$ cat config.mk
export PLATFORM = sky130hd
export DESIGN_NAME = nearest_star_pick_unit
export DESIGN_NICKNAME = d
export VERILOG_FILES = /design/src/rtl/nsp_pkg.sv /design/src/rtl/nearest_star_pick_unit.sv /design/src/rtl/nsp_ram.sv /design/src/rtl/nsp_dist.sv
export SDC_FILE = /design/constraint.sdc
export NUM_CORES = 2
export LEC_CHECK = 0
export ABC_CLOCK_PERIOD_IN_PS = 5550
export BUFFER_PORTS_ARGS = -buffer_cell sky130_fd_sc_hd__buf_2
export CELL_PAD_IN_SITES_DETAIL_PLACEMENT = 1
export CELL_PAD_IN_SITES_GLOBAL_PLACEMENT = 2
export CORE_MARGIN = 3
export CORE_UTILIZATION = 40
export CTS_BUF_LIST = sky130_fd_sc_hd__clkbuf_4 sky130_fd_sc_hd__clkbuf_8 sky130_fd_sc_hd__clkbuf_16
export DETAILED_ROUTE_END_ITERATION = 12
export PLACE_DENSITY = 0.75
export SYNTH_ARGS = -nofsm -noshare
export SYNTH_HDL_FRONTEND = slang
export SYNTH_SLANG_ARGS = --single-unit
$ cat constraint.sdc
create_clock -name clock -period 5.55 [get_ports clock]
set_input_delay 0.555 -clock clock [delete_from_list [all_inputs] [get_ports clock]]
set_output_delay 0.555 -clock clock [all_outputs]
set_load 0.05 [all_outputs]
$ cat src/rtl/nsp_pkg.sv
// shared constants and types of the nearest star pick unit
// no dependencies
package nsp_pkg;

   // default table depth
   localparam int MAX_STARS_DEF = 64;

   // field widths
   localparam int COORD_W    = 17;
   localparam int CLICK_W    = 12;
   localparam int ENTRY_W    = 6;
   localparam int BUTTON_W   = 3;
   localparam int MODE_W     = 2;
   localparam int COUNT_W    = 7;
   localparam int CSR_IDX_W  = 1;
   localparam int CSR_DATA_W = 7;

   // arithmetic widths: click in star format, difference, magnitude, square, sum
   localparam int FRAC_W = 4;
   localparam int FIX_W  = CLICK_W + FRAC_W;
   localparam int DIFF_W = COORD_W + 1;
   localparam int MAG_W  = COORD_W;
   localparam int SQ_W   = 2 * MAG_W;
   localparam int DIST_W = SQ_W + 1;

   // command codes
   localparam logic CMD_WRITE = 1'b0;
   localparam logic CMD_EVENT = 1'b1;

   // report modes
   localparam logic [MODE_W-1:0] MODE_PIXEL = 2'd1;
   localparam logic [MODE_W-1:0] MODE_STAR  = 2'd2;

   // result kinds
   localparam logic KIND_PIXEL = 1'b0;
   localparam logic KIND_STAR  = 1'b1;

   // register indexes
   localparam logic [CSR_IDX_W-1:0] REG_REPORT_MODE = 1'd0;
   localparam logic [CSR_IDX_W-1:0] REG_STAR_COUNT  = 1'd1;

   // the only button acted on
   localparam logic [BUTTON_W-1:0] ACT_BUTTON = 3'd1;

   // control that travels with each star through the scan pipeline
   typedef struct packed {
      logic valid;
      logic last;
   } scan_tag_type;

endpackage

$ cat src/rtl/nearest_star_pick_unit.sv
// Nearest star pick unit: keeps a table of star positions (signed, 4 fraction
// bits) written one entry per write beat, and answers a press of button 1
// with either the click position (pixel mode) or the index of the nearest of
// the first star_count stars (at most the table depth) by squared distance,
// lower index on a tie; other modes give no result. A write beat, or an
// event that is not acted on, does not stall the input. A pixel click passes
// the pending result register, then the result register. In a star click
// the table RAM is read one star per cycle through its single port, each
// star passes the shared two-stage distance unit, and the running minimum
// closes the scan. With no stars there is no result. The input is stalled
// while a click is being worked on. Depends on nsp_pkg, nsp_ram and nsp_dist.
module nearest_star_pick_unit #(
   parameter int MAX_STARS = nsp_pkg::MAX_STARS_DEF
) (
   input  logic                                clock,
   input  logic                                reset,
   // input channel
   input  logic                                req_valid,
   output logic                                req_stall,
   input  logic                                req_command,
   input  logic [nsp_pkg::ENTRY_W-1:0]         req_entry_index,
   input  logic signed [nsp_pkg::COORD_W-1:0]  req_star_x,
   input  logic signed [nsp_pkg::COORD_W-1:0]  req_star_y,
   input  logic                                req_is_press,
   input  logic [nsp_pkg::BUTTON_W-1:0]        req_button,
   input  logic [nsp_pkg::CLICK_W-1:0]         req_click_x,
   input  logic [nsp_pkg::CLICK_W-1:0]         req_click_y,
   // result channel
   output logic                                rsp_valid,
   input  logic                                rsp_stall,
   output logic                                rsp_kind,
   output logic [nsp_pkg::CLICK_W-1:0]         rsp_pixel_x,
   output logic [nsp_pkg::CLICK_W-1:0]         rsp_pixel_y,
   output logic [nsp_pkg::ENTRY_W-1:0]         rsp_star_index,
   // configuration port
   input  logic                                csr_we,
   input  logic [nsp_pkg::CSR_IDX_W-1:0]       csr_index,
   input  logic [nsp_pkg::CSR_DATA_W-1:0]      csr_wdata
);

   localparam int IDX_W  = (MAX_STARS > 1) ? $clog2(MAX_STARS) : 1;
   localparam int WORD_W = 2 * nsp_pkg::COORD_W;

   typedef enum logic [2:0] {
      ST_IDLE = 3'b001,
      ST_SCAN = 3'b010,
      ST_HOLD = 3'b100
   } state_type;

   state_type                      state_ff, state_in;
   logic [nsp_pkg::MODE_W-1:0]     report_mode_ff, report_mode_in;
   logic [nsp_pkg::COUNT_W-1:0]    star_count_ff, star_count_in;

   // scan control
   logic                           issue_ff, issue_in;
   logic                           first_ff, first_in;
   logic [IDX_W-1:0]               addr_ff, addr_in;
   logic [IDX_W-1:0]               last_addr_ff, last_addr_in;
   logic [nsp_pkg::FIX_W-1:0]      click_fx_ff, click_fx_in;
   logic [nsp_pkg::FIX_W-1:0]      click_fy_ff, click_fy_in;
   nsp_pkg::scan_tag_type          ram_tag_ff, ram_tag_in;
   logic [IDX_W-1:0]               ram_idx_ff;

   // running minimum
   logic [nsp_pkg::DIST_W-1:0]     best_ff, best_in;
   logic [IDX_W-1:0]               best_idx_ff, best_idx_in;

   // pending result and output register
   logic                           res_kind_ff, res_kind_in;
   logic [nsp_pkg::CLICK_W-1:0]    res_px_ff, res_px_in;
   logic [nsp_pkg::CLICK_W-1:0]    res_py_ff, res_py_in;
   logic [nsp_pkg::ENTRY_W-1:0]    res_idx_ff, res_idx_in;
   logic                           rsp_valid_ff, rsp_valid_in;
   logic                           rsp_kind_ff, rsp_kind_in;
   logic [nsp_pkg::CLICK_W-1:0]    rsp_px_ff, rsp_px_in;
   logic [nsp_pkg::CLICK_W-1:0]    rsp_py_ff, rsp_py_in;
   logic [nsp_pkg::ENTRY_W-1:0]    rsp_idx_ff, rsp_idx_in;

   logic                           req_take;
   logic                           is_click;
   logic                           write_ok;
   logic [31:0]                    count_wide;
   logic [IDX_W-1:0]               count_last;
   logic                           out_free;
   logic                           ram_we;
   logic [IDX_W-1:0]               ram_addr;
   logic [WORD_W-1:0]              ram_wdata, ram_rdata;
   nsp_pkg::scan_tag_type          d_tag;
   logic [IDX_W-1:0]               d_idx;
   logic [nsp_pkg::SQ_W-1:0]       d_sq_x, d_sq_y;
   logic [nsp_pkg::DIST_W-1:0]     d_sum;
   logic                           better;
   logic [IDX_W-1:0]               win_idx;

   // handshake and decode of the input beat
   assign req_stall  = reset || (state_ff != ST_IDLE);
   assign req_take   = req_valid && !req_stall;
   assign is_click   = (req_command == nsp_pkg::CMD_EVENT) && req_is_press
                     && (req_button == nsp_pkg::ACT_BUTTON);
   assign write_ok   = (req_command == nsp_pkg::CMD_WRITE)
                     && (32'(req_entry_index) < 32'(MAX_STARS));
   assign out_free   = !rsp_valid_ff || !rsp_stall;

   // last scanned index, star count saturated to the table depth
   assign count_wide = 32'(star_count_ff);
   assign count_last = (count_wide > 32'(MAX_STARS)) ? IDX_W'(MAX_STARS - 1)
                                                     : IDX_W'(count_wide - 32'd1);

   // configuration writes
   always_comb begin
      report_mode_in = report_mode_ff;
      star_count_in  = star_count_ff;
      if (csr_we) begin
         unique case (csr_index)
            nsp_pkg::REG_REPORT_MODE: report_mode_in = csr_wdata[nsp_pkg::MODE_W-1:0];
            nsp_pkg::REG_STAR_COUNT:  star_count_in  = csr_wdata[nsp_pkg::COUNT_W-1:0];
            default: ;
         endcase
      end
   end

   // star table: write beats when idle, scan reads during the scan
   assign ram_we    = req_take && write_ok;
   assign ram_addr  = (state_ff == ST_SCAN) ? addr_ff : IDX_W'(req_entry_index);
   assign ram_wdata = {req_star_x, req_star_y};

   nsp_ram #(
      .WIDTH (WORD_W),
      .DEPTH (MAX_STARS)
   ) u_ram (
      .clock (clock),
      .we    (ram_we),
      .addr  (ram_addr),
      .wdata (ram_wdata),
      .rdata (ram_rdata)
   );

   // tag of the star whose table word arrives next cycle
   assign ram_tag_in.valid = issue_ff;
   assign ram_tag_in.last  = issue_ff && (addr_ff == last_addr_ff);

   nsp_dist #(
      .IDX_W (IDX_W)
   ) u_dist (
      .clock    (clock),
      .reset    (reset),
      .in_tag   (ram_tag_ff),
      .in_idx   (ram_idx_ff),
      .star_x   (ram_rdata[WORD_W-1:nsp_pkg::COORD_W]),
      .star_y   (ram_rdata[nsp_pkg::COORD_W-1:0]),
      .click_fx (click_fx_ff),
      .click_fy (click_fy_ff),
      .out_tag  (d_tag),
      .out_idx  (d_idx),
      .sq_x     (d_sq_x),
      .sq_y     (d_sq_y)
   );

   // running minimum compare, first star always taken
   assign d_sum   = nsp_pkg::DIST_W'(d_sq_x) + nsp_pkg::DIST_W'(d_sq_y);
   assign better  = first_ff || (d_sum < best_ff);
   assign win_idx = better ? d_idx : best_idx_ff;

   // sequencer
   always_comb begin
      state_in     = state_ff;
      issue_in     = issue_ff;
      first_in     = first_ff;
      addr_in      = addr_ff;
      last_addr_in = last_addr_ff;
      click_fx_in  = click_fx_ff;
      click_fy_in  = click_fy_ff;
      best_in      = best_ff;
      best_idx_in  = best_idx_ff;
      res_kind_in  = res_kind_ff;
      res_px_in    = res_px_ff;
      res_py_in    = res_py_ff;
      res_idx_in   = res_idx_ff;
      rsp_valid_in = rsp_valid_ff && rsp_stall;
      rsp_kind_in  = rsp_kind_ff;
      rsp_px_in    = rsp_px_ff;
      rsp_py_in    = rsp_py_ff;
      rsp_idx_in   = rsp_idx_ff;

      unique case (state_ff)
         ST_IDLE: begin
            if (req_take && is_click) begin
               if (report_mode_ff == nsp_pkg::MODE_PIXEL) begin
                  res_kind_in = nsp_pkg::KIND_PIXEL;
                  res_px_in   = req_click_x;
                  res_py_in   = req_click_y;
                  res_idx_in  = '0;
                  state_in    = ST_HOLD;
               end else if ((report_mode_ff == nsp_pkg::MODE_STAR)
                            && (star_count_ff != '0)) begin
                  click_fx_in  = {req_click_x, {nsp_pkg::FRAC_W{1'b0}}};
                  click_fy_in  = {req_click_y, {nsp_pkg::FRAC_W{1'b0}}};
                  last_addr_in = count_last;
                  addr_in      = '0;
                  issue_in     = 1'b1;
                  first_in     = 1'b1;
                  state_in     = ST_SCAN;
               end
            end
         end
         ST_SCAN: begin
            // issue one table read per cycle
            if (issue_ff) begin
               addr_in = addr_ff + IDX_W'(1);
               if (addr_ff == last_addr_ff) begin
                  issue_in = 1'b0;
               end
            end
            // fold one distance per cycle into the minimum
            if (d_tag.valid) begin
               first_in    = 1'b0;
               best_in     = better ? d_sum : best_ff;
               best_idx_in = win_idx;
               if (d_tag.last) begin
                  res_kind_in = nsp_pkg::KIND_STAR;
                  res_px_in   = '0;
                  res_py_in   = '0;
                  res_idx_in  = nsp_pkg::ENTRY_W'(win_idx);
                  state_in    = ST_HOLD;
               end
            end
         end
         ST_HOLD: begin
            if (out_free) begin
               rsp_valid_in = 1'b1;
               rsp_kind_in  = res_kind_ff;
               rsp_px_in    = res_px_ff;
               rsp_py_in    = res_py_ff;
               rsp_idx_in   = res_idx_ff;
               state_in     = ST_IDLE;
            end
         end
         default: state_in = ST_IDLE;
      endcase
   end

   // control registers
   always_ff @(posedge clock) begin
      if (reset) begin
         state_ff       <= ST_IDLE;
         report_mode_ff <= '0;
         star_count_ff  <= '0;
         issue_ff       <= 1'b0;
         first_ff       <= 1'b0;
         ram_tag_ff     <= '0;
         rsp_valid_ff   <= 1'b0;
      end else begin
         state_ff       <= state_in;
         report_mode_ff <= report_mode_in;
         star_count_ff  <= star_count_in;
         issue_ff       <= issue_in;
         first_ff       <= first_in;
         ram_tag_ff     <= ram_tag_in;
         rsp_valid_ff   <= rsp_valid_in;
      end
   end

   // payload registers
   always_ff @(posedge clock) begin
      addr_ff      <= addr_in;
      last_addr_ff <= last_addr_in;
      click_fx_ff  <= click_fx_in;
      click_fy_ff  <= click_fy_in;
      ram_idx_ff   <= addr_ff;
      best_ff      <= best_in;
      best_idx_ff  <= best_idx_in;
      res_kind_ff  <= res_kind_in;
      res_px_ff    <= res_px_in;
      res_py_ff    <= res_py_in;
      res_idx_ff   <= res_idx_in;
      rsp_kind_ff  <= rsp_kind_in;
      rsp_px_ff    <= rsp_px_in;
      rsp_py_ff    <= rsp_py_in;
      rsp_idx_ff   <= rsp_idx_in;
   end

   assign rsp_valid      = rsp_valid_ff;
   assign rsp_kind       = rsp_kind_ff;
   assign rsp_pixel_x    = rsp_px_ff;
   assign rsp_pixel_y    = rsp_py_ff;
   assign rsp_star_index = rsp_idx_ff;

endmodule

$ cat src/rtl/nsp_ram.sv
// generic single-port ram with registered read
// no dependencies
module nsp_ram #(
   parameter int WIDTH = 34,
   parameter int DEPTH = 64
) (
   input  logic                                       clock,
   input  logic                                       we,
   input  logic [((DEPTH > 1) ? $clog2(DEPTH) : 1)-1:0] addr,
   input  logic [WIDTH-1:0]                           wdata,
   output logic [WIDTH-1:0]                           rdata
);

   logic [WIDTH-1:0] mem_ff [DEPTH];
   logic [WIDTH-1:0] rdata_ff;

   // write port and registered read
   always_ff @(posedge clock) begin
      if (we) begin
         mem_ff[addr] <= wdata;
      end
      rdata_ff <= mem_ff[addr];
   end

   assign rdata = rdata_ff;

endmodule

$ cat src/rtl/nsp_dist.sv
// shared squared-distance unit: difference and magnitude, then squares
// depends on nsp_pkg
module nsp_dist #(
   parameter int IDX_W = 6
) (
   input  logic                              clock,
   input  logic                              reset,
   input  nsp_pkg::scan_tag_type             in_tag,
   input  logic [IDX_W-1:0]                  in_idx,
   input  logic [nsp_pkg::COORD_W-1:0]       star_x,
   input  logic [nsp_pkg::COORD_W-1:0]       star_y,
   input  logic [nsp_pkg::FIX_W-1:0]         click_fx,
   input  logic [nsp_pkg::FIX_W-1:0]         click_fy,
   output nsp_pkg::scan_tag_type             out_tag,
   output logic [IDX_W-1:0]                  out_idx,
   output logic [nsp_pkg::SQ_W-1:0]          sq_x,
   output logic [nsp_pkg::SQ_W-1:0]          sq_y
);

   logic [nsp_pkg::DIFF_W-1:0] dx;
   logic [nsp_pkg::DIFF_W-1:0] dy;
   logic [nsp_pkg::MAG_W-1:0]  mag_x_in, mag_y_in;
   logic [nsp_pkg::MAG_W-1:0]  mag_x_ff, mag_y_ff;
   logic [nsp_pkg::SQ_W-1:0]   sq_x_in, sq_y_in;
   logic [nsp_pkg::SQ_W-1:0]   sq_x_ff, sq_y_ff;
   nsp_pkg::scan_tag_type      tag1_ff, tag2_ff;
   logic [IDX_W-1:0]           idx1_ff, idx2_ff;

   // signed difference in 18 bits, then magnitude
   assign dx = {star_x[nsp_pkg::COORD_W-1], star_x}
             - {{(nsp_pkg::DIFF_W - nsp_pkg::FIX_W){1'b0}}, click_fx};
   assign dy = {star_y[nsp_pkg::COORD_W-1], star_y}
             - {{(nsp_pkg::DIFF_W - nsp_pkg::FIX_W){1'b0}}, click_fy};
   assign mag_x_in = dx[nsp_pkg::DIFF_W-1] ? nsp_pkg::MAG_W'(-dx) : nsp_pkg::MAG_W'(dx);
   assign mag_y_in = dy[nsp_pkg::DIFF_W-1] ? nsp_pkg::MAG_W'(-dy) : nsp_pkg::MAG_W'(dy);

   // squares of the registered magnitudes
   assign sq_x_in = nsp_pkg::SQ_W'(mag_x_ff) * nsp_pkg::SQ_W'(mag_x_ff);
   assign sq_y_in = nsp_pkg::SQ_W'(mag_y_ff) * nsp_pkg::SQ_W'(mag_y_ff);

   // tag pipeline
   always_ff @(posedge clock) begin
      if (reset) begin
         tag1_ff <= '0;
         tag2_ff <= '0;
      end else begin
         tag1_ff <= in_tag;
         tag2_ff <= tag1_ff;
      end
   end

   // data pipeline
   always_ff @(posedge clock) begin
      mag_x_ff <= mag_x_in;
      mag_y_ff <= mag_y_in;
      idx1_ff  <= in_idx;
      sq_x_ff  <= sq_x_in;
      sq_y_ff  <= sq_y_in;
      idx2_ff  <= idx1_ff;
   end

   assign out_tag = tag2_ff;
   assign out_idx = idx2_ff;
   assign sq_x    = sq_x_ff;
   assign sq_y    = sq_y_ff;

endmodule

# Yosys cells after proc, flatten, opt, wreduce, memory -nomap -nowiden
# Memories as Yosys holds them, arrays and structs flattened. A register that Yosys moved wholly into a read port is not among the register bits.
# Index checks and enable logic that the tools add are counted.
[word_totals]
reg_bits = 280
ramBits = 2176
in_bits = 82
word_cells = 138
memories = 1
[memory_table]
columns = ["memory", "words", "word_bits", "rd", "rd_clocked_by_memory_dff", "wr", "line_no", "rtl"]
rows = [
  ["u_ram.mem_ff", 64, 34, 1, 1, 1, "nsp_ram.sv:14", "logic [WIDTH-1:0] mem_ff [DEPTH];"],
]
[op_classes]
add_sub_neg = 7
n_mul = 2
order_cmp = 2
eq_ne = 17
mux = 46
bitwise_logic = 3
reduce_logical = 27
[op_table]
columns = ["operator", "count"]
rows = [
  ["two-way mux 12 bit", 6],
  ["multiplier 17 x 17 -> 34 bit", 2],
  ["two-way mux 6 bit", 10],
  ["case mux 12 bit (2 select lines)", 2],
  ["subtractor 17 x 17 -> 18 bit", 2],
  ["adder 34 x 34 -> 35 bit", 1],
  ["less-than comparator 35 bit", 1],
  ["two-way mux 17 bit", 2],
  ["negator 17 bit", 2],
  ["case mux 6 bit (2 select lines)", 2],
  ["AND reduction 5 bit", 4],
  ["two-way mux 3 bit", 6],
  ["two-way mux 1 bit", 14],
  ["inequality test 2 bit, second input constant", 6],
  ["case mux 3 bit (3 select lines)", 1],
  ["logical AND 1 bit", 8],
  ["AND reduction 2 bit", 4],
  ["AND reduction 4 bit", 2],
  ["greater-than comparator 7 bit, second input constant", 1],
  ["nonzero test 7 bit", 1],
  ["adder 6 x 1 -> 6 bit, second input constant", 1],
  ["== test 3 x 1 -> 1 bit, second input constant", 2],
  ["== test 6 bit", 1],
  ["case mux 1 bit (2 select lines)", 3],
  ["13 further kinds", 20],
]

# Depth between registers and ports, before layout
[logic_depth]
depth_word = 7
mapped_depth = 24
mapped_depth_nobuf = 23

# By module
# Synthesis repeated with hierarchy kept, for this count alone.
[unflattened]
hier_cells = 7929
area_unflattened_um2 = 113513.9
[modules_own_cells]
columns = ["mod", "n_inst", "cells_each", "area_per_inst_um2", "seq_area_each_um2"]
rows = [
  ["nsp_ram", 1, 4804, 83690.3, 66023.3],
  ["nsp_dist", 1, 2391, 21471.8, 2322.2],
  ["nearest_star_pick_unit", 1, 734, 8351.8, 4634.4],
]

# Worst setup path before layout
# No wires, ideal clock.
[synth_timing]
path_type = "register to register"
start = "reg u_dist.mag_x_ff[14] in the netlist's numbering"
end = "reg u_dist.sq_x_ff (netlist bit u_dist.sq_x[31])"
setup_ns = 0.119
arrival_time_ns = 5.936
required_ns = 5.431
slack_ns = -0.504
stages_incl_launch_ff = 23
path_buffers = 3
synth_period_minus_slack_ns = 6.054
cell_sequence = "dfxtp_1 > clkbuf_1 > clkbuf_1 > nand2_1 > fa_1 > fa_1 > inv_1 > fa_1 > fa_1 > fa_1 > inv_1 > fa_1 > inv_1 > ha_1 > clkbuf_1 > nand2_1 > a2111oi_0 > a32oi_1 > o21ai_0 > a31oi_1 > o41ai_1 > a21oi_1 > xnor2_1"
[synth_between]
elab_chain_len = 1
[synth_lines]
columns = ["element", "line_no", "rtl"]
rows = [
  ["start: declaration", "nsp_dist.sv:23", "logic [nsp_pkg::MAG_W-1:0] mag_x_ff, mag_y_ff;"],
  ["start signal: assignment", "nsp_dist.sv:54", "mag_x_ff <= mag_x_in;"],
  ["multiplier 17 x 17 -> 34 bit", "nsp_dist.sv:38", "assign sq_x_in = nsp_pkg::SQ_W'(mag_x_ff) * nsp_pkg::SQ_W'(mag_x_ff);"],
  ["named net u_dist.sq_x_in (one bit)", "nsp_dist.sv:24", "logic [nsp_pkg::SQ_W-1:0] sq_x_in, sq_y_in;"],
  ["end signal: assignment", "nsp_dist.sv:57", "sq_x_ff <= sq_x_in;"],
  ["end: declaration", "nsp_dist.sv:25", "logic [nsp_pkg::SQ_W-1:0] sq_x_ff, sq_y_ff;"],
]
# The timed path passes the listed nets, and every way through them passes these cells.
# A chain may end at the register's enable or synchronous reset.

# Final worst setup path
[layout_timing]
start = "reg u_dist.mag_x_ff[10] in the netlist's numbering"
end = "reg u_dist.sq_x_ff (netlist bit u_dist.sq_x[32])"
# The elaborated chain is that of the path after synthesis.

==> impl_metrics.ini <==
[logic_synthesis]
syn_area_mm2 = 0.107
synth_ff_type = edfxtp_1
synth_area_leaders = edfxtp_1, fa_1, a22oi_1, ha_1, dfxtp_1
synth_most_common_cell = edfxtp_1
async_flop_share_pct = 0
synth_commonest_cells = edfxtp_1, a22oi_1, inv_1
yosysWarningCount = 0
synth_cell_types = 72
syn-num-nets = 7802
yosys.area.top_type = edfxtp_1
avgSynthCellArea_um2 = 15.3
yosysTopAreaCellShare_pct = 64.7
netlist_instances = 7021
synth_enable_flop_cells = 2315
synth-seq-area-share_pct = 67.9
ys_ff_latch = 2488

[setup_path]
ff2ff_path_depth = 20
reg2reg_slack_ns = -0.26
crit_required_ns = 6.28
worstReg2RegStart = u_dist.mag_x_ff[10]
worstPathMaxFanout = 5
end_kind = flip-flop
arrival_ns = 6.54
startpoint_type = flip-flop
crit_type = reg -> reg
regToRegEndpoint = u_dist.sq_x[32]

[drt]
vias = 66700
drc = 0
routed_wl_mm = 338
drt-initial-drc-count = 6858
avgRoutedWirePerCell_um = 29.6
ant_nets = 0
dr.pass1.iters = 5
avgViaCountPerCell = 5.85

[grt]
grt-ovfl-total = 0
first_global_vias = 70700
grt_pass1_wl_mm = 488
grt_use_total_pct = 24.2
antenna_found_initial = 40
grt_max_degree = 97

[final_layout]
layout-drive-gt1-share_pct = 18.9
num-fill-cells = 25900
area_delta_synth_final_pct = 18.2
final_nets = 8438

[placed_design]
dp_slack_ns = -0.524
io_buffers = 114
gp_congestion = 0.829
hpwlAfterDp_mm = 206

[job]
maxCapViolations = 0

[run_status]
status = complete, but fails checks
failed_checks = negative setup slack

[floorplan]
core_region_area_mm2 = 0.266
ioPinCount = 115
die_area_mm2 = 0.275
fp.dieW_um = 524
initial_utilization_pct = 40.4
num_rows = 189
die_h_um = 524

[sta]
hold_viol_final = 0
setup_viol = 15
drv_slew = 0
slew_headroom_pct = 9.16
rsz0062_at_grt = yes
max_freq_mhz = 172
worstMarginPinSlew_ns = 1.36
setup_ws_ns = -0.259
min_period_ns = 5.81
skew_ns = 0.0855
min_period_over_period_pct = 105

[clock_network]
clk_pin_slew_ns = 0.06
cts_tree = done
cts_buffer_depth = 4
ctsHtreeMaxLevel = 5
ctsRootBufferMaster = clkbuf_16
numCtsBuffers = 270
clock_insertion_delay_worst_skew_ns = 0.87
clock_sinks = 2488

[worst_hold_path]
hold_end = click_fy_ff[5]
worstHoldPathCells = 1
min_from = req_click_y[1]
hold_path_class = in -> reg
-- worst max-delay path by stage --
stage | start | endpoint | cells after the start
global placement | u_dist.mag_x_ff[3] | u_dist.sq_x[32] | 22
CTS | u_dist.mag_x_ff[10] | u_dist.sq_x[32] | 21
detailed placement | u_dist.mag_x_ff[3] | u_dist.sq_x[31] | 22
finish | u_dist.mag_x_ff[10] | u_dist.sq_x[32] | 20
floorplan | u_dist.mag_x_ff[15] | u_dist.sq_x[31] | 22
global route | u_dist.mag_x_ff[10] | u_dist.sq_x[32] | 22
-- critical path: stages, from the launching register on --
cell      delay, ns
dfxtp_4        0.41
and2_4         0.17
inv_1          0.06
fa_1           0.51
inv_1          0.07
fa_1           0.49
fa_1           0.58
fa_1           0.43
fa_1           0.49
inv_1          0.05
fa_1           0.47
inv_1          0.06
ha_4           0.29
nand3_2        0.09
a211oi_2       0.23
a21bo_4        0.28
a311oi_4       0.31
nor2_1         0.08
a211o_1        0.35
o21ai_2        0.17
xor2_1         0.15
-- sequential cells by signal, summed over array words and instances (netlist names), 17 cells and up --
register and cells:
u_ram.mem_ff 2176, u_dist.mag_y_ff 17, u_dist.mag_x_ff 17, u_dist.sq_x 33, u_ram.rdata 34, best_ff 35
u_dist.sq_y 33
-- metrics by stage --
step                      TNS, ns  hold slack [ns]  util, %  cell area, µm²  cells
after floorplan            -0.220            0.310        -          108000   7021
after global placement      -9.07            0.312     43.7          116000  10800
after detailed placement   -15.49            0.314     43.7          116000  10800
after CTS                   -1.26           0.0310     47.5          126000  11400
after global routing        -6.11           0.0389     47.7          127000  11400
final                       -1.63           0.0803     47.7          127000  11400
-- routing by layer --
metal  wire, µm  up-vias  track usage (%)
met4      11900       12             8.05
met2     171000     2887             42.3
li1           -    28200                -
met1     130000    35100             30.9
met5         80        -                0
met3      24500      605             3.58
-- logic make-up (layout without fill, tap and decap cells) --
| logic type | Yosys count | count (layout) | share of synthesized area (%) |
|---|---|---|---|
| DFF | 2488 | 2488 | 67.9 |
| buffers and inverters | 999 | 1833 | 3.64 |
| xor gates and xnor gates | 167 | 167 | 1.36 |
| and+or+nand+nor | 922 | 923 | 4.23 |
| other | 0 | 20 | 0 |
| AOI/OAI and AO/OA | 1722 | 1722 | 11.8 |
| adders and majority gates | 699 | 699 | 10.8 |
| muxes | 24 | 24 | 0.270 |
-- cells in the final DEF (no fill, tap or decap), types with 141 or more instances in the layout --
master     instances
fa_1             356
a22oi_1          937
inv_1            626
edfxtp_1        2315
a21oi_1          158
ha_1             288
buf_4            460
clkbuf_16        275
nand2_1          231
dfxtp_1          141
-- layout make-up --
class | count | area (µm²) | share of cell area [%]
tap | 3533 | 4420 | 3.48
clock buffer | 333 | 7330 | 5.77
multi-input combinational | 3535 | 32200 | 25.4
timing repair buffer | 704 | 6110 | 4.81
inverter | 658 | 2470 | 1.94
clock inverter | 138 | 1370 | 1.08
antenna | 20 | 50.0 | 0.0394
sequential | 2488 | 73100 | 57.5
-- repair_timing --
| action | CTS | global route |
|---|---|---|
| hold endpoints to repair | 20 | 0 |
| hold buffers | 19 | 0 |
| setup endpoints to repair | 65 | 80 |
| setup buffers | 39 | 21 |
| gates resized for setup | 223 | 106 |
| pin swaps | 155 | 83 |
| gates cloned | 1 | 0 |
Power is not shown: default switching activity piles up to over one toggle a cycle in this logic, so the estimate is an artifact.
